### src/sv/vgbp_pkg.sv
// Shared types, register map and helpers for the varint group bit packer.
package vgbp_pkg;

  // Register map
  localparam logic REG_CODE_WIDTH = 1'b0;

  // Code width limits and reset value
  localparam logic [3:0] CW_RESET = 4'd8;
  localparam logic [3:0] CW_MIN   = 4'd2;
  localparam logic [3:0] CW_MAX   = 4'd8;

  // Byte packer operations
  typedef enum logic [2:0] {
    PK_NONE,
    PK_PUSH,
    PK_FLUSH_ONE,
    PK_FLUSH_HDR,
    PK_FLUSH_FIN
  } pk_op_t;

  // Command from the sequencer to the byte packer
  typedef struct packed {
    pk_op_t     op;
    logic [7:0] code;
    logic [3:0] width;
  } pk_cmd_t;

  // Byte offered by the packer for the output stage
  typedef struct packed {
    logic       emit;
    logic [7:0] data;
    logic       first;
    logic       last;
  } pk_res_t;

  // Clamp the register value to the supported code widths
  function automatic logic [3:0] eff_width(input logic [3:0] cw);
    logic [3:0] w;
    begin
      w = cw;
      if (cw < CW_MIN) w = CW_MIN;
      if (cw > CW_MAX) w = CW_MAX;
      return w;
    end
  endfunction

endpackage

### src/sv/varint_group_bit_packer_core.sv
// Varint group bit packer: one value in, a stream of packed code bytes out.
//
// Each accepted value is cut into (code_width-1)-bit groups, top group first,
// with a continuation bit on all but the last group, and the codes are packed
// MSB-first into bytes after a 4-bit header slot in byte 0. Byte 0 is held
// back and sent, with the unused-bit count of the final byte in its top
// nibble, when a beat with in_tlast set ends the stream; the final byte
// follows. The block takes one value at a time: after the accept cycle the
// group slicer steps through all ceil(VALUE_BITS/(code_width-1)) possible group
// positions, top first; on the last value a one-byte flush follows, or header
// and final byte when byte 0 was already filled. Output stalls hold only the
// steps that produce a byte. code_width is written over the APB port while
// idle; values outside 2..8 act as the nearest limit.
module varint_group_bit_packer_core
  import vgbp_pkg::*;
#(
  parameter int VALUE_BITS = 32
) (
  input  logic                                clk,
  input  logic                                rst_n,
  // Input stream: tdata = value, tlast = last_value
  input  logic                                in_tvalid,
  output logic                                in_tready,
  input  logic [((VALUE_BITS+7)/8)*8-1:0]     in_tdata,  // [VALUE_BITS-1:0] value
  input  logic                                in_tlast,
  // Output stream: tdata = out_byte, tuser = goes_first, tlast = last_byte
  output logic                                out_tvalid,
  input  logic                                out_tready,
  output logic [7:0]                          out_tdata, // [7:0] out_byte
  output logic                                out_tuser, // [0] goes_first
  output logic                                out_tlast,
  // Configuration port
  input  logic                                cfg_psel,
  input  logic                                cfg_penable,
  input  logic                                cfg_pwrite,
  input  logic [2:0]                          cfg_paddr,
  input  logic [31:0]                         cfg_pwdata,
  output logic [31:0]                         cfg_prdata,
  output logic                                cfg_pready
);

  localparam int SHW = $clog2(VALUE_BITS);

  localparam logic [1:0] ST_IDLE      = 2'd0;
  localparam logic [1:0] ST_GROUP     = 2'd1;
  localparam logic [1:0] ST_FLUSH_HDR = 2'd2;
  localparam logic [1:0] ST_FLUSH_FIN = 2'd3;

  logic [1:0]     state_r, state_nxt;
  logic [3:0]     cw_r;
  logic [3:0]     w_r;
  logic           last_r;

  logic [3:0]     w_eff;
  logic [2:0]     p_eff;
  logic [SHW-1:0] start_sh_tab [0:7];

  logic           in_fire;
  logic [7:0]     code;
  logic           code_valid;
  logic           final_grp;
  logic           step;

  pk_cmd_t        cmd;
  pk_res_t        res;
  logic           first_done;
  logic           out_free;
  logic           stall;
  logic           advance;

  logic           out_valid_r;
  logic [7:0]     out_data_r;
  logic           out_first_r;
  logic           out_last_r;

  // Configuration register
  assign cfg_pready = 1'b1;
  assign cfg_prdata = (cfg_paddr[2] == REG_CODE_WIDTH) ? {28'd0, cw_r} : 32'd0;

  always_ff @(posedge clk) begin
    if (!rst_n) begin
      cw_r <= CW_RESET;
    end else if (cfg_psel && cfg_penable && cfg_pwrite && cfg_pready &&
                 (cfg_paddr[2] == REG_CODE_WIDTH)) begin
      cw_r <= cfg_pwdata[3:0];
    end
  end

  // Position of the top group for every payload width
  for (genvar gp = 0; gp < 8; gp++) begin : g_start
    localparam int P   = (gp == 0) ? 1 : gp;
    localparam int GRP = (VALUE_BITS + P - 1) / P;
    assign start_sh_tab[gp] = SHW'((GRP - 1) * P);
  end

  assign w_eff   = eff_width(cw_r);
  assign p_eff   = 3'(w_eff - 4'd1);
  assign in_tready = (state_r == ST_IDLE);
  assign in_fire   = in_tvalid && in_tready;

  always_ff @(posedge clk) begin
    if (in_fire) begin
      w_r    <= w_eff;
      last_r <= in_tlast;
    end
  end

  vgbp_group_slicer #(
    .VALUE_BITS (VALUE_BITS),
    .SHW        (SHW)
  ) u_slicer (
    .clk        (clk),
    .rst_n      (rst_n),
    .load       (in_fire),
    .value      (in_tdata[VALUE_BITS-1:0]),
    .start_sh   (start_sh_tab[p_eff]),
    .p          (3'(w_r - 4'd1)),
    .step       (step),
    .code       (code),
    .code_valid (code_valid),
    .final_grp  (final_grp)
  );

  // Sequencer command to the packer
  always_comb begin
    cmd       = '0;
    cmd.code  = code;
    cmd.width = w_r;
    unique case (state_r)
      ST_GROUP:     cmd.op = code_valid ? PK_PUSH : PK_NONE;
      ST_FLUSH_HDR: cmd.op = first_done ? PK_FLUSH_HDR : PK_FLUSH_ONE;
      ST_FLUSH_FIN: cmd.op = PK_FLUSH_FIN;
      default:      cmd.op = PK_NONE;
    endcase
  end

  vgbp_byte_packer u_packer (
    .clk        (clk),
    .rst_n      (rst_n),
    .cmd        (cmd),
    .apply      (advance),
    .res        (res),
    .first_done (first_done)
  );

  assign out_free = !out_valid_r || out_tready;
  assign stall    = res.emit && !out_free;
  assign advance  = (state_r != ST_IDLE) && !stall;
  assign step     = advance && (state_r == ST_GROUP);

  // Next state
  always_comb begin
    state_nxt = state_r;
    unique case (state_r)
      ST_IDLE: begin
        if (in_fire) state_nxt = ST_GROUP;
      end
      ST_GROUP: begin
        if (advance && final_grp) state_nxt = last_r ? ST_FLUSH_HDR : ST_IDLE;
      end
      ST_FLUSH_HDR: begin
        if (advance) state_nxt = first_done ? ST_FLUSH_FIN : ST_IDLE;
      end
      ST_FLUSH_FIN: begin
        if (advance) state_nxt = ST_IDLE;
      end
      default: state_nxt = ST_IDLE;
    endcase
  end

  always_ff @(posedge clk) begin
    if (!rst_n) begin
      state_r <= ST_IDLE;
    end else begin
      state_r <= state_nxt;
    end
  end

  // Output register
  always_ff @(posedge clk) begin
    if (!rst_n) begin
      out_valid_r <= 1'b0;
    end else begin
      if (out_valid_r && out_tready) out_valid_r <= 1'b0;
      if (advance && res.emit) out_valid_r <= 1'b1;
    end
  end

  always_ff @(posedge clk) begin
    if (advance && res.emit) begin
      out_data_r  <= res.data;
      out_first_r <= res.first;
      out_last_r  <= res.last;
    end
  end

  assign out_tvalid = out_valid_r;
  assign out_tdata  = out_data_r;
  assign out_tuser  = out_first_r;
  assign out_tlast  = out_last_r;

endmodule

### src/sv/vgbp_group_slicer.sv
// Group slicer: shared shifter that walks a value one payload group per cycle while step is set.
module vgbp_group_slicer
  import vgbp_pkg::*;
#(
  parameter int VALUE_BITS = 32,
  parameter int SHW        = 5
) (
  input  logic                  clk,
  input  logic                  rst_n,
  input  logic                  load,
  input  logic [VALUE_BITS-1:0] value,
  input  logic [SHW-1:0]        start_sh,
  input  logic [2:0]            p,
  input  logic                  step,
  output logic [7:0]            code,
  output logic                  code_valid,
  output logic                  final_grp
);

  logic [VALUE_BITS-1:0] v_r;
  logic [SHW-1:0]        sh_r;
  logic                  started_r;

  logic [VALUE_BITS-1:0] shifted;
  logic [7:0]            pmask;
  logic [7:0]            grp;
  logic [7:0]            cont;

  // One right shift per cycle picks the current group, moving on only when step is set
  always_comb begin
    shifted    = v_r >> sh_r;
    pmask      = 8'((9'd1 << p) - 9'd1);
    grp        = shifted[7:0] & pmask;
    cont       = 8'd1 << p;
    final_grp  = (sh_r == '0);
    code_valid = final_grp || started_r || (grp != 8'd0);
    code       = final_grp ? grp : (grp | cont);
  end

  // Value and group position
  always_ff @(posedge clk) begin
    if (load) begin
      v_r  <= value;
      sh_r <= start_sh;
    end else if (step && !final_grp) begin
      sh_r <= sh_r - SHW'(p);
    end
  end

  // Leading zero groups are skipped until the first non-zero one
  always_ff @(posedge clk) begin
    if (!rst_n) begin
      started_r <= 1'b0;
    end else if (load) begin
      started_r <= 1'b0;
    end else if (step && (grp != 8'd0)) begin
      started_r <= 1'b1;
    end
  end

endmodule

### src/sv/vgbp_byte_packer.sv
// Byte packer: merges codes MSB-first into bytes, holds byte 0, builds the flush.
module vgbp_byte_packer
  import vgbp_pkg::*;
(
  input  logic    clk,
  input  logic    rst_n,
  input  pk_cmd_t cmd,
  input  logic    apply,
  output pk_res_t res,
  output logic    first_done
);

  logic [7:0] partial_r, partial_nxt;
  logic [3:0] filled_r, filled_nxt;
  logic [7:0] held_r, held_nxt;
  logic       first_done_r, first_done_nxt;

  logic [4:0]  sum;
  logic [15:0] tmp;
  logic [3:0]  rem;
  logic [7:0]  rem_mask;
  logic [2:0]  unused;
  logic [7:0]  fin;
  logic        done_byte;
  logic [7:0]  byte_val;

  always_comb begin
    sum      = 5'(filled_r) + 5'(cmd.width);
    tmp      = (16'(partial_r) << cmd.width) | 16'(cmd.code);
    rem      = 4'(sum - 5'd8);
    rem_mask = 8'((9'd1 << rem) - 9'd1);
    unused   = 3'(4'd8 - filled_r);
    fin      = partial_r << unused;

    partial_nxt    = partial_r;
    filled_nxt     = filled_r;
    held_nxt       = held_r;
    first_done_nxt = first_done_r;
    done_byte      = 1'b0;
    byte_val       = partial_r;
    res            = '0;

    unique case (cmd.op)
      PK_PUSH: begin
        // A full byte leaves only when the next bit needs room
        if (filled_r >= 4'd8) begin
          done_byte   = 1'b1;
          byte_val    = partial_r;
          partial_nxt = cmd.code;
          filled_nxt  = cmd.width;
        end else if (sum <= 5'd8) begin
          partial_nxt = tmp[7:0];
          filled_nxt  = sum[3:0];
        end else begin
          done_byte   = 1'b1;
          byte_val    = 8'(tmp >> rem);
          partial_nxt = tmp[7:0] & rem_mask;
          filled_nxt  = rem;
        end
        if (done_byte) begin
          if (first_done_r) begin
            res.emit = 1'b1;
            res.data = byte_val;
          end else begin
            held_nxt       = byte_val;
            first_done_nxt = 1'b1;
          end
        end
      end
      PK_FLUSH_ONE: begin
        // Byte 0 is also the final byte
        res.emit  = 1'b1;
        res.data  = {1'b0, unused, fin[3:0]};
        res.first = 1'b1;
        res.last  = 1'b1;
      end
      PK_FLUSH_HDR: begin
        res.emit  = 1'b1;
        res.data  = {1'b0, unused, held_r[3:0]};
        res.first = 1'b1;
      end
      PK_FLUSH_FIN: begin
        res.emit = 1'b1;
        res.data = fin;
        res.last = 1'b1;
      end
      default: begin
      end
    endcase
  end

  assign first_done = first_done_r;

  // Stream state, back to its start values after a flush
  always_ff @(posedge clk) begin
    if (!rst_n) begin
      partial_r    <= 8'd0;
      filled_r     <= 4'd4;
      held_r       <= 8'd0;
      first_done_r <= 1'b0;
    end else if (apply) begin
      if (cmd.op == PK_FLUSH_ONE || cmd.op == PK_FLUSH_FIN) begin
        partial_r    <= 8'd0;
        filled_r     <= 4'd4;
        held_r       <= 8'd0;
        first_done_r <= 1'b0;
      end else begin
        partial_r    <= partial_nxt;
        filled_r     <= filled_nxt;
        held_r       <= held_nxt;
        first_done_r <= first_done_nxt;
      end
    end
  end

endmodule
### config.mk
export PLATFORM = sky130hd
export DESIGN_NAME = varint_group_bit_packer_core
export DESIGN_NICKNAME = d
export VERILOG_FILES = /design/src/sv/vgbp_pkg.sv /design/src/sv/varint_group_bit_packer_core.sv /design/src/sv/vgbp_group_slicer.sv /design/src/sv/vgbp_byte_packer.sv
export SDC_FILE = /design/constraint.sdc
export NUM_CORES = 1
export LEC_CHECK = 0
export ABC_AREA = 1
export BUFFER_PORTS_ARGS = -buffer_cell sky130_fd_sc_hd__buf_2
export CORE_ASPECT_RATIO = 1.4
export CORE_MARGIN = 4
export CORE_UTILIZATION = 54
export DETAILED_ROUTE_END_ITERATION = 8
export HOLD_SLACK_MARGIN = 0.12
export PLACE_DENSITY_LB_ADDON = 0.1
export SKIP_CTS_REPAIR_TIMING = 1
export SLEW_MARGIN = 30
export SYNTH_ARGS = -nofsm -noshare
export SYNTH_HDL_FRONTEND = slang
export SYNTH_SLANG_ARGS = --single-unit
### constraint.sdc
create_clock -name clk -period 3.9 [get_ports clk]
set_input_delay 0.78 -clock clk [delete_from_list [all_inputs] [get_ports clk]]
set_output_delay 0.78 -clock clk [all_outputs]
set_load 0.03 [all_outputs]
; ---- Word-level counts from Yosys, hierarchy flattened
; Memories as Yosys holds them, arrays and structs flattened.
; Cells that the tools add are included.
; Widths: inputs -> output; s select.
[word_totals]
mem_count = 1
in_bits = 75
output_inout_bits = 45
word_cells = 135
register_bits = 77
mem_bits_ro = 40
[mem_list]
columns = memory, depth, word_bits, read_ports, rd_ports_with_merged_regs, write_ports, line
row1 = (name not given), 8, 5, 1, 0, 0, varint_group_bit_packer_core.sv:116  ; .start_sh (start_sh_tab[p_eff]),
[classes]
bitwise_logic = 7
add_sub_neg = 8
eq_ne = 12
n_reduce_logical = 35
shift = 7
magnitude_cmp = 5
mux = 45
[ops]
columns = op, n
row1 = $mux 8, 7
row2 = $mux 4, 11
row3 = $pmux 9 s4, 1
row4 = $shr 32x5->8, 1
row5 = $mux 5, 4
row6 = $mux 9, 2
row7 = $and 8x8->8, 2
row8 = $or 16x8->16, 1
row9 = $shl 1x3->8 const A, 2
row10 = $shl 8x4->16, 1
row11 = $shr 16x4->8, 1
row12 = $sub 8x1->8 const B, 2
row13 = $logic_and 1x1->1, 12
row14 = $mux 1, 12
row15 = $mux 2, 6
row16 = $reduce_bool 2->1, 5
row17 = $pmux 3 s3, 1
row18 = $ge 4x4->1 const B, 2
row19 = $or 8x8->8, 1
row20 = $pmux 2 s4, 1
row21 = $reduce_and 4->1, 2
row22 = $reduce_bool 8->1, 1
row23 = $shl 1x4->8 const A, 1
row24 = $shl 8x3->8, 1
row25 = other kinds (24), 39

; ---- Depth between registers and ports, before layout
; Gate-level depths: netlist of run 1.
[logic_depth]
ltp_word = 20
ltp_mapped = 25
ltp_nobuf = 23

; ---- Hierarchy
; A second synthesis of run 1 with hierarchy kept.
[hier_totals]
hier_cells = 1025
area_unflattened_um2 = 6597.6
[modules_own_cells]
columns = module, cells_per_inst, area_per_inst_um2, n_inst
row1 = vgbp_group_slicer, 398, 2753.9, 1
row2 = vgbp_byte_packer, 494, 2626.3, 1
row3 = varint_group_bit_packer_core, 133, 1217.4, 1

; ---- Least setup slack after synthesis of run 1
; OpenSTA, ideal clock, no wires.
[synth_path]
path_type = reg2reg
from = reg w_r[1]
to = reg u_packer.filled_r[2]
path_slack_ns = 0.749
synth_period_minus_slack_ns = 3.151
stages_incl_launch_ff = 24
path_buffers = 3
arrival_time_ns = 3.032
cell_sequence = edfxtp_1 > clkbuf_2 > inv_1 > buf_2 > ha_1 > inv_1 > nand2_1 > nand2_4 > nand2_1 > ha_1 > nand2_1 > o21ai_0 > nand2_1 > nand3_2 > nand2_2 > nor2_4 > nand3_2 > nand3_2 > nand2_2 > nand2_4 > nand3_4 > buf_6 > a21oi_2 > o21ai_1
[synth_between]
elab_chain_cells = 14
word_cells_on_any_way = 30
cone_classes = 4 x add/sub / 1 x order compare / 4 x eq/ne / 1 x shift / 11 x mux / 1 x bitwise / 8 x reduce/logical
[synth_rtl]
columns = element, line
row1 = from (decl), varint_group_bit_packer_core.sv:51  ; logic [3:0] w_r;
row2 = from (signal assigned), varint_group_bit_packer_core.sv:103  ; w_r <= w_eff;
row3 = $sub 3x1->3, varint_group_bit_packer_core.sv:117  ; .p (3'(w_r - 4'd1)),
row4 = $shl 1x3->8, vgbp_group_slicer.sv:32  ; pmask = 8'((9'd1 << p) - 9'd1);
row5 = $sub 8x1->8, vgbp_group_slicer.sv:32
row6 = $and 8x8->8, vgbp_group_slicer.sv:33  ; grp = shifted[7:0] & pmask;
row7 = $reduce_bool 8->1, vgbp_group_slicer.sv:36  ; code_valid = final_grp || started_r || (grp != 8'd0);
row8 = $logic_or 1x1->1, vgbp_group_slicer.sv:36
row9 = $mux 1, varint_group_bit_packer_core.sv:130  ; ST_GROUP: cmd.op = code_valid ? PK_PUSH : PK_NONE;
row10 = $pmux 3 s3, varint_group_bit_packer_core.sv:129  ; unique case (state_r)
row11 = $eq 3x3->1 (tied with other cells), "vgbp_byte_packer.sv:43, vgbp_byte_packer.sv:102"
row12 = $pmux 9 s4, vgbp_byte_packer.sv:43  ; unique case (cmd.op)
row13 = $logic_and 1x1->1, varint_group_bit_packer_core.sv:147  ; assign stall = res.emit && !out_free;
row14 = $logic_not 1->1, varint_group_bit_packer_core.sv:148  ; assign advance = (state_r != ST_IDLE) && !stall;
row15 = $logic_and 1x1->1, varint_group_bit_packer_core.sv:148
row16 = $reduce_and 2->1 (no source line), -
row17 = to (signal assigned), vgbp_byte_packer.sv:109  ; filled_r <= filled_nxt;
row18 = to (decl), vgbp_byte_packer.sv:14  ; logic [3:0] filled_r, filled_nxt;
; Parallel ways exist; a longest one is shown, timed or not. The select of a mux whose other input is x is not followed.
; A chain may end at the register's enable or synchronous reset.

; ---- Final worst setup path of run 1
[layout_path]
from = reg w_r[0]
to = reg u_packer.held_r[0]
[layout_between]
elab_chain_cells = 14
word_cells_on_any_way = 40
cone_classes = 4 x add/sub / 1 x order compare / 5 x eq/ne / 4 x shift / 14 x mux / 3 x bitwise / 9 x reduce/logical
[layout_rtl]
columns = element, line
row1 = $sub 3x1->3, varint_group_bit_packer_core.sv:117
row2 = $shl 1x3->8, "vgbp_group_slicer.sv:32, vgbp_group_slicer.sv:34"
row3 = $sub 8x1->8, vgbp_group_slicer.sv:32
row4 = $and 8x8->8, vgbp_group_slicer.sv:33
row5 = $or 8x8->8 or $reduce_bool 8->1 (tied branches), "vgbp_group_slicer.sv:37, vgbp_group_slicer.sv:36"
row6 = $mux 8 or $logic_or 1x1->1 (tied branches), "vgbp_group_slicer.sv:37, vgbp_group_slicer.sv:36"
row7 = $or 16x8->16 or $mux 1 (tied branches), "vgbp_byte_packer.sv:29, varint_group_bit_packer_core.sv:130"
row8 = $shr 16x4->8 or $pmux 3 s3 (tied branches), "vgbp_byte_packer.sv:56, varint_group_bit_packer_core.sv:129"
row9 = $mux 8 (tied with other cells), vgbp_byte_packer.sv:51  ; end else if (sum <= 5'd8) begin
row10 = $mux 8 or $pmux 9 s4 (tied branches), "vgbp_byte_packer.sv:46, vgbp_byte_packer.sv:43"
row11 = $mux 4 or $logic_and 1x1->1 (tied branches), "vgbp_byte_packer.sv:61, varint_group_bit_packer_core.sv:147"
row12 = $mux 4 or $logic_not 1->1 (tied branches), "vgbp_byte_packer.sv:60, varint_group_bit_packer_core.sv:148"
row13 = $mux 4 or $logic_and 1x1->1 (tied branches), "vgbp_byte_packer.sv:43, varint_group_bit_packer_core.sv:148"
row14 = $mux 4 or $reduce_and 4->1 (tied branches), -
row15 = to (signal assigned), vgbp_byte_packer.sv:110  ; held_r <= held_nxt;
row16 = to (decl), vgbp_byte_packer.sv:15  ; logic [7:0] held_r, held_nxt;
; Parallel ways exist; a longest one is shown, timed or not. The select of a mux whose other input is x is not followed.

==> results.md, run 1 <==
* Crit-path max FO at 25
* Antenna violations before repair at 0
* HPWL after DPL at 15.7 mm
* Largest cells by area after synthesis: edfxtp_1 23%, nand2_1 15%, nand3_1 14%, dfxtp_1 7.3%, inv_1 4.6%
* Die Span Y at 142 um
* Die area at around 15000 sq um
* Most common flop cell mapped by yosys: edfxtp_1
* Clock slew at reported path FFs at ~0.070 ns
* CORE AREA at roughly 12000 sq um
* Skew final at about 0.011 ns
* Number of synthesized flops with an enable pin at 52
* Crit Path Class: reg -> reg
* Hold/Removal Path Class: reg -> reg
* Max-slew violation count at 0
* Cell Area, Placed at 7090 sq um
* DRC Markers at 0
* Final setup fails at 0
* Source of the critical timing path: w_r[0]
* Root buf cell: clkbuf_16
* Ratio of cells with drive above 1 in the final layout at 13.4%
* Rel. slew slack at 47.7%
* Pin count of the biggest net entering global routing at 35
* Critical path's slowest cell: edfxtp_1
* Hold path startpoint: u_packer.held_r[3]
* Simple-gate area share of the yosys netlist at 40.5%
* Maximum clock rate at 0.294 GHz
* Worst setup EP type: flip-flop
* Synth Instances at a little over 1k
* Worst VDD drop at 0.521 mV
* Critical Path Start Type: flip-flop
* Antenna-violating nets left at 0
* Area growth, synth to finish at 7.47%
* CTS max path bufs at 2
* Dominant cell type by area after synthesis: edfxtp_1
* CTS tree: yes
* Overflow after GRT at 0
* Worst Path Arrival at about 3.7 ns
* Final Util at 59.5%
* Number of I/O pins at 120
* Top-area cell type share of the netlist area at 22.7%
* Mapped cell area at 6880 sq um
* First-pass GRT wire length at 31.7 mm
* Worst path most repeated cell: nand2_1
* Final hold viol count at 0
* Most common cell in the netlist: nand2_1
* Syn avg cell area at between 6 and 7 sq um
* Top post-synthesis cells by count: 281 x nand2_1, 191 x nand3_1, 84 x inv_1
* RePlAce Congestion at 0.953
* Library cells used by synthesis at 54
* Clock period minus worst slack at 3.41 ns
* CTS Sinks at 77
* Vias in the first global route at roughly 6.5k
* WL final at slightly above 20 mm
* Post-synthesis xor/xnor area fraction at 0.891%
* Site row count at 48
* Critical path, cell by cell: inv_1 -> ha_1 -> inv_1 -> nand2_1 -> nand2_4 -> nand2_1 -> ha_1 -> nand2_1 -> o21ai_0 -> nand2_1 -> nand3_2 -> nand2_2 -> nor2_4 -> nand3_2 -> nand3_2 -> nand2_2 -> nand2_4 -> nand3_4 -> nor2_4 -> nand2_1 -> a21oi_1
* Drt via density at between 5 and 6
* Filler Cell Count at 1263
* CTS H-tree depth at 3
* DR WL/cell at 16.6 um
* Run status: finished, final reports clean
* RR Startpoint: w_r[0]
* Hold slack at 0.466 ns
* Slew @ Worst Pin at 0.784 ns
* Max-cap violation count at 0
* Final #Nets at 1158
* Final instance area at 7400 sq um
* CTS buffer count at 9
* Starting Density at 55.4%
* Yosys Warn Count at 0
* Main combinational cell family by area after synthesis: simple AND/OR/NAND/NOR gates
* Critical Path Max Stage Delay at 0.43 ns
* Synth Area in Compound Gates at approximately 12%
* Portion of netlist area occupied by mux cells at 0.582%
* Total negative setup slack at 0 ns
* Power per cell area at around 900 nW/um^2
* #FFs+latches synth at 77
* Port bufs at 60
* Post-synthesis adder-cell area fraction at 3.49%
* Data required time at the worst endpoint at 4.17 ns
* DRT Pass-1 Iters at 5
* Fin crit share at 87.3%
* Ys async rst share at 0%
* Leak pwr at 3.42 nW
* Gr usage total at 27.7%
* Total number of vias at 6974
* Register area share after synthesis at about 30%
* # diodes at 0
* Starting DRC count in detailed routing at 542
* Clk_lat worst skew at 0.34 ns
* RSZ-0062 raised after global routing: no
* DIE WIDTH at 103 um
==> area by class of cell <==
type	instances	area (sq um)	share of cell area (%)
clock inverter	7	81.3	1.10
clock buffer	9	225	3.04
timing repair buffer	76	420	5.68
inverter	91	349	4.72
multi-input combinational	810	4070	55.0
tap	150	188	2.54
sequential	77	2060	27.9
==> layer usage <==
| layer | GRT usage (%) | part of all wire [%] | wire [um] |
|---|---|---|---|
| met2 | 50.8 | 54 | 10800 |
| met5 | 0 | 0 | 0 |
| met1 | 31.2 | 38 | 7650 |
| met4 | 12.2 | 4.2 | 841 |
| met3 | 3.00 | 4.4 | 898 |
==> state kept, by name (all words and copies together) (netlist names) <==
register             flops
w_r                      4
u_slicer.v_r            32
out_tvalid               1
u_slicer.sh_r            5
u_packer.partial_r       8
cw_r                     4
u_slicer.started_r       1
state_r                  2
u_packer.first_done      1
out_tdata                8
out_tlast                1
last_r                   1
out_tuser                1
u_packer.filled_r        4
u_packer.held_r          4
==> per-stage QoR <==
step / cells / setup slack (ns) / power [mW]
2_1_floorplan: 1053 / 0.749 / 4.77
3_3_place_gp: 1204 / 0.575 / 5.74
3_5_place_dp: 1204 / 0.528 / 5.77
4_1_cts: 1220 / 0.501 / 6.66
5_1_grt: 1220 / 0.152 / 7.26
6_report: 1220 / 0.494 / 6.69
==> power breakdown <==
group	internal [mW]	switching [mW]	leakage [nW]
logic	1.39	3.11	2.58
clock network	0.506	0.369	0.148
registers	1.11	0.211	0.692
total	3.01	3.69	3.42
==> cells in the final DEF, fill, tap and decap left out, types with 4 or more instances in the layout <==
cell type	instances
dfxtp_1	25
buf_4	16
ha_1	16
a211oi_1	4
a21oi_1	45
clkinv_1	4
nor3_1	5
buf_2	60
nand2_2	22
nand3_2	10
xor2_1	4
o21ai_0	43
inv_1	84
o21ai_1	14
conb_1	29
clkbuf_16	9
nor2_1	60
mux2i_1	4
nor2_4	4
o211ai_1	13
nand3_1	191
nand4_1	20
nor2_2	4
edfxtp_1	52
nand2_1	281
==> worst paths after layout <==
path | endpoint | slack [ns] | cells after the start
worst min-delay path | u_packer.held_r[3] | 0.47 | 2
worst max register to register | u_packer.held_r[0] | 0.49 | 21
worst min register to register | u_packer.held_r[3] | 0.47 | 2
worst max-delay path | u_packer.held_r[0] | 0.49 | 21
==> cells by family after synthesis <==
kind of cell	count (synthesis)
adder cells (fa/ha/maj)	18
flip-flops	77
AND/OR/NAND/NOR	608
multiplexers	4
AO/OA/AOI/OAI	144
buffers and inverters	166
other	2
XOR/XNOR	7
==> worst max-delay path, delay by kind of cell (launching register included) <==
| family | cells | cell delay (ns) |
|---|---|---|
| adders and majority gates | 2 | 0.48 |
| AOI/OAI and AO/OA | 2 | 0.28 |
| DFF | 1 | 0.43 |
| buffers and inverters | 2 | 0.27 |
| and+or+nand+nor | 15 | 1.85 |
Power figures use the tool's default switching activity.
==> run 2: changes to the inputs <==
--- a/config.mk
+++ b/config.mk
@@ -10,6 +10,7 @@
 export CORE_ASPECT_RATIO = 1.4
 export CORE_MARGIN = 4
 export CORE_UTILIZATION = 54
+export CTS_BUF_LIST = sky130_fd_sc_hd__clkbuf_8
 export DETAILED_ROUTE_END_ITERATION = 8
 export HOLD_SLACK_MARGIN = 0.12
 export PLACE_DENSITY_LB_ADDON = 0.1
==> run 2 against run 1 <==
- cell area shrank 1.4%
- final cell count unchanged
- flip-flop and latch count is the same
- global-route usage shrank 0.080 points
- power fell by 3.3%
- largest power group unchanged
- highest routed layer unchanged
==> results.md, run 2 (synthesis gave the netlist of run 1 again) <==
* Vias in the first global route at between 6k and 7k
* Leak pwr at 3.38 nW
* Root buf cell: clkbuf_8
* Max reg flops at 32
* Critical Path Max Stage Delay at 0.44 ns
* Total number of vias at 6983
* Worst VDD drop at 0.532 mV
* Starting DRC count in detailed routing at 557
* Run status: finished, final reports clean
* Clock period minus worst slack at 3.43 ns
* Die area at 14600 sq um
* Worst setup EP type: flip-flop
* Worst path most repeated cell: nand2_1
* Skew final at 0.0182 ns
* FF/Latch Area at 2060 sq um
* Final hold viol count at 0
* Fin crit share at just under 90%
* GRT busiest layer: met2
* Commonest non-fill, non-tap cell in the layout: nand2_1
* HPWL after DPL at 15.7 mm
* Port bufs at 60
* CTS tree: yes
* Biggest register: u_slicer.v_r
* Antenna violations before repair at 0
* Power per cell area at 887 nW/um^2
* CTS max path bufs at 2
* Grt met3 use at ~3%
* CP Buf/Inv Count at 2
* DIE WIDTH at roughly 100 um
* # diodes at 0
* Total negative setup slack at 0 ns
* CTS buffer count at 9
* First-pass GRT wire length at around 32 mm
* Multi-input gate area at 4070 sq um
* Hold path startpoint: u_packer.held_r[3]
* Site row count at 48
* Gr usage total at around 28%
* CTS Sinks at 77
* Worst Path Arrival at 3.71 ns
* Clk_lat worst skew at 0.36 ns
* Slew @ Worst Pin at 0.790 ns
* Critical Path Start Type: flip-flop
* Met2 Use GR at 50.8%
* Crit Path Class: reg -> reg
* RePlAce Congestion at between 0.9 and 1
* Drt via density at roughly 5.7
* Final Util at 58.7%
* Most frequent cells in the layout: 281 x nand2_1, 191 x nand3_1, 84 x inv_1, 60 x nor2_1, 60 x buf_2
* Antenna-violating nets left at 0
* CTS H-tree depth at 3
* WL final at a little over 20 mm
* Ratio of cells with drive above 1 in the final layout at 13.4%
* Maximum clock rate at 0.292 GHz
* Number of I/O pins at 120
* Die Span Y at around 140 um
* Max-cap violation count at 0
* Met1 Track Usage GR at 31.2%
* Area growth, synth to finish at 6.00%
* Data required time at the worst endpoint at around 4.2 ns
* Final setup fails at 0
* Critical path's slowest cell: edfxtp_1
* Hold/Removal Path Class: reg -> reg
* Max-slew violation count at 0
* DRC Markers at 0
* DRT Pass-1 Iters at 5
* R2R setup slack at 0.47 ns
* RR Endpoint: u_packer.held_r[0]
* Critical path, cell by cell: inv_1 -> ha_1 -> inv_1 -> nand2_1 -> nand2_4 -> nand2_1 -> ha_1 -> nand2_1 -> o21ai_0 -> nand2_1 -> nand3_2 -> nand2_2 -> nor2_4 -> nand3_2 -> nand3_2 -> nand2_2 -> nand2_4 -> nand3_4 -> nor2_4 -> nand2_1 -> a21oi_1
* Clock slew at reported path FFs at 0.09 ns
* R2r worst-path depth at 21
* DR WL/cell at 16.5 um
* RR Startpoint: w_r[0]
* CORE AREA at 12400 sq um
* Hold path endpoint: u_packer.held_r[3]
* Largest delay share family, worst path: simple AND/OR/NAND/NOR gates
* Min-Delay Path Depth at 2
* Final #Nets at 1158
* Starting Density at ~55%
* RSZ-0062 raised after global routing: no
* Crit-path max FO at 25
* Overflow after GRT at 0
* Filler Cell Count at ~1.3k
* Rel. slew slack at 47.3%
* Pin count of the biggest net entering global routing at 35
run 2: layout make-up:
type	count	area share (%)
well taps	150	2.57
repair buffers	76	5.76
flip-flops and latches	77	28.3
inverters	91	4.78
multi-input cells	810	55.8
clock inverters	7	1.11
clock buffers	9	1.70
run 2: worst register-to-register path: cells and delay by family (launching register included):
family                     cells  cell delay (ns)
and+or+nand+nor               15             1.89
AOI/OAI and AO/OA              2             0.28
adders and majority gates      2             0.49
DFF                            1             0.44
buffers and inverters          2             0.28
run 2: how the worst max path moves through the flow:
stage	endpoint	from	slack [ns]	depth (start not counted)
finish	u_packer.held_r[0]	w_r[0]	0.47	21
global route	u_packer.held_r[0]	w_r[0]	0.15	21
CTS	u_packer.held_r[0]	w_r[0]	0.50	21
detailed placement	u_packer.held_r[1]	w_r[0]	0.53	21
global placement	u_packer.held_r[1]	w_r[0]	0.57	21
floorplan	u_packer.filled_r[2]	w_r[1]	0.75	23
run 2: power breakdown:
| group | internal [mW] | switching [mW] | total [mW] |
|---|---|---|---|
| Sequential | 1.11 | 0.211 | 1.32 |
| Combinational | 1.39 | 3.11 | 4.51 |
| Clock | 0.306 | 0.344 | 0.651 |
run 2: metal layers:
metal / wire [um] / vias to the layer above / part of all wire, %
met3: 793 / 50 / 3.9
met5: 0 / - / 0
met1: 7730 / 3219 / 38
met4: 785 / 0 / 3.9
li1: - / 3500 / -
met2: 10800 / 214 / 54
run 2: per-stage QoR:
stage	total power, mW	hold WS [ns]	instance area, sq um	setup slack, ns	std cells
2_1_floorplan	4.77	0.444	6990	0.749	1053
5_1_grt	7.03	0.493	7300	0.150	1220
4_1_cts	6.43	0.473	7300	0.498	1220
3_3_place_gp	5.74	0.453	7090	0.575	1204
3_5_place_dp	5.77	0.460	7090	0.528	1204
6_report	6.47	0.467	7300	0.474	1220
==> run 3: changes to the inputs <==
--- a/config.mk
+++ b/config.mk
@@ -7,9 +7,11 @@
 export LEC_CHECK = 0
 export ABC_AREA = 1
 export BUFFER_PORTS_ARGS = -buffer_cell sky130_fd_sc_hd__buf_2
+export CELL_PAD_IN_SITES_DETAIL_PLACEMENT = 0
+export CELL_PAD_IN_SITES_GLOBAL_PLACEMENT = 1
 export CORE_ASPECT_RATIO = 1.4
 export CORE_MARGIN = 4
-export CORE_UTILIZATION = 54
+export CORE_UTILIZATION = 39
 export CTS_BUF_LIST = sky130_fd_sc_hd__clkbuf_8
 export DETAILED_ROUTE_END_ITERATION = 8
 export HOLD_SLACK_MARGIN = 0.12
==> run 3 against run 2 <==
- via count down 1.3%
- flip-flop and latch count unchanged
- die area up 36%
- cell area up 2.2%
- sequential share of layout area down 0.62 points
==> results.md, run 3 (synthesis gave the netlist of run 1 again) <==
* Run status: finished, final reports clean
* Finished Layout Cells at 1314
* Critical Path Start Type: flip-flop
* Commonest non-fill, non-tap cell in the layout: nand2_1
* CTS tree: yes
* Site row count at 57
* Starting DRC count in detailed routing at about 500
* Overflow after GRT at 0
* Clock slew at reported path FFs at 0.09 ns
* Sw frac at between 50% and 60%
* Gr usage total at 22.2%
* # diodes at 0
* Worst path most repeated cell: nand2_1
* Hold slack at 0.473 ns
* Final #Nets at 1166
* Antenna-violating nets left at 0
* CTS Sinks at slightly below 80
* CTS buffer count at 9
* Hold/Removal Path Class: reg -> reg
* Worst setup EP type: flip-flop
* CORE AREA at 17300 sq um
* Crit-path max FO at 25
* Data required time at the worst endpoint at ~4.2 ns
* Critical path's slowest cell: edfxtp_1
* Psw at approximately 3.7 mW
* R2R setup slack at 0.53 ns
* Crit Path Class: reg -> reg
* Final hold viol count at 0
* Die area at 19900 sq um
* Max-slew violation count at 0
* Die Span Y at about 170 um
* Rel. slew slack at 63.1%
* Filler Cell Count at 1914
* Total power at about 6.5 mW
* Final instance area at 7460 sq um
* CTS max path bufs at 2
* CTS H-tree depth at 3
* Critical Path Max Stage Delay at 0.55 ns
* Clk_lat worst skew at 0.37 ns
* Biggest register: u_slicer.v_r
* Total number of vias at 6890
* Root buf cell: clkbuf_8
* Area growth, synth to finish at 8.36%
* Skew final at 0.0127 ns
* Leak pwr at 3.41 nW
* Pin count of the biggest net entering global routing at 35
* Cell Area, Placed at 7260 sq um
* DIE WIDTH at roughly 120 um
* Number of I/O pins at 120
* Drt via density at 5.24
* Clk pwr share at 9.9%
* Multi-input gate area at roughly 4100 sq um
* DRC Markers at 0
* Power per cell area at between 800 and 900 nW/um^2
* Placed cells at about 1.3k
* Maximum clock rate at 0.297 GHz
* Port bufs at 60
* Max-cap violation count at 0
* Starting Density at 39.7%
* FF/Latch Area at just over 2000 sq um
* Max reg flops at 32
* WL final at 21.8 mm
* RePlAce Congestion at 0.936
* Combinational share of power at between 70% and 80%
* Reg power frac at 19.8%
* DRT Pass-1 Iters at 5
* Most frequent cells in the layout: 281 x nand2_1, 191 x nand3_1, 84 x inv_1, 60 x nor2_1, 60 x buf_2
* First-pass GRT wire length at 34.5 mm
* HPWL after DPL at roughly 17 mm
* Fin crit share at 86.4%
* RSZ-0062 raised after global routing: no
* DR WL/cell at 16.6 um
* Total negative setup slack at 0 ns
* Final setup fails at 0
* Vias in the first global route at about 6.7k
* Slew @ Worst Pin at 0.552 ns
* Worst Path Arrival at 3.66 ns
* Int Pwr at 2.85 mW
* Clock period minus worst slack at 3.37 ns
* Worst VDD drop at 0.356 mV
* Ratio of cells with drive above 1 in the final layout at roughly 14%
* Critical path, cell by cell: inv_1 -> ha_1 -> inv_1 -> nand2_1 -> nand2_4 -> nand2_1 -> ha_1 -> nand2_1 -> xor2_1 -> inv_1 -> nand3_2 -> nand2_1 -> nor2_4 -> nand3_2 -> nand3_2 -> nand2_2 -> nand2_4 -> nand3_4 -> nor2_4 -> nand2_1 -> a21oi_1
* Antenna violations before repair at 0
## run 3: changes by cell type in the layout (fill, tap and decap cells not counted)
cell        change
clkinv_4        -1
clkbuf_8        +1
clkinvlp_4      +1
clkinv_2        +1
inv_8           -2
buf_4           +8
## run 3: layout make-up
class,count,share of cell area [%]
clock inverter,6,0.839
multi-input combinational,810,54.6
inverter,91,4.68
timing repair buffer,84,6.44
sequential,77,27.6
clock buffer,10,1.85
tap,236,3.96
## run 3: critical path, delay by kind of cell (launching register included)
kind | cells | cell delay, ns
flops | 1 | 0.55
buf+inv | 3 | 0.24
simple gates | 14 | 1.71
xor+xnor | 1 | 0.15
fa+ha+maj | 2 | 0.51
compound gates | 1 | 0.13
## run 3: metrics by stage
stage | util (%) | setup slack (ns)
CTS | 43.0 | 0.528
finish | 43.0 | 0.530
global placement | 41.9 | 0.585
floorplan | - | 0.749
detailed placement | 41.9 | 0.560
global route | 43.0 | 0.154
## run 3: path summary, 6_finish.rpt
kind	start	end	cells after the start
max reg2reg	w_r[0]	u_packer.held_r[1]	21
max	w_r[0]	u_packer.held_r[1]	21
min reg2reg	u_packer.held_r[3]	u_packer.held_r[3]	2
min	u_packer.held_r[3]	u_packer.held_r[3]	2
## run 3: routing by layer
metal	track usage [%]	vias to the layer above	part of all wire [%]
met5	0	-	0
met4	11.3	0	4.5
met3	2.73	54	3.4
met2	41.2	151	53
met1	24.8	3171	39
li1	-	3514	-
## run 3: power by group through the flow
stage	sequential, mW	combinational, mW	clock, mW
after floorplan	1.26	3.51	0
after global placement	1.30	4.60	0
after detailed placement	1.31	4.57	0
after CTS	1.29	4.59	0.667
after global routing	1.31	5.18	0.693
final	1.29	4.58	0.645
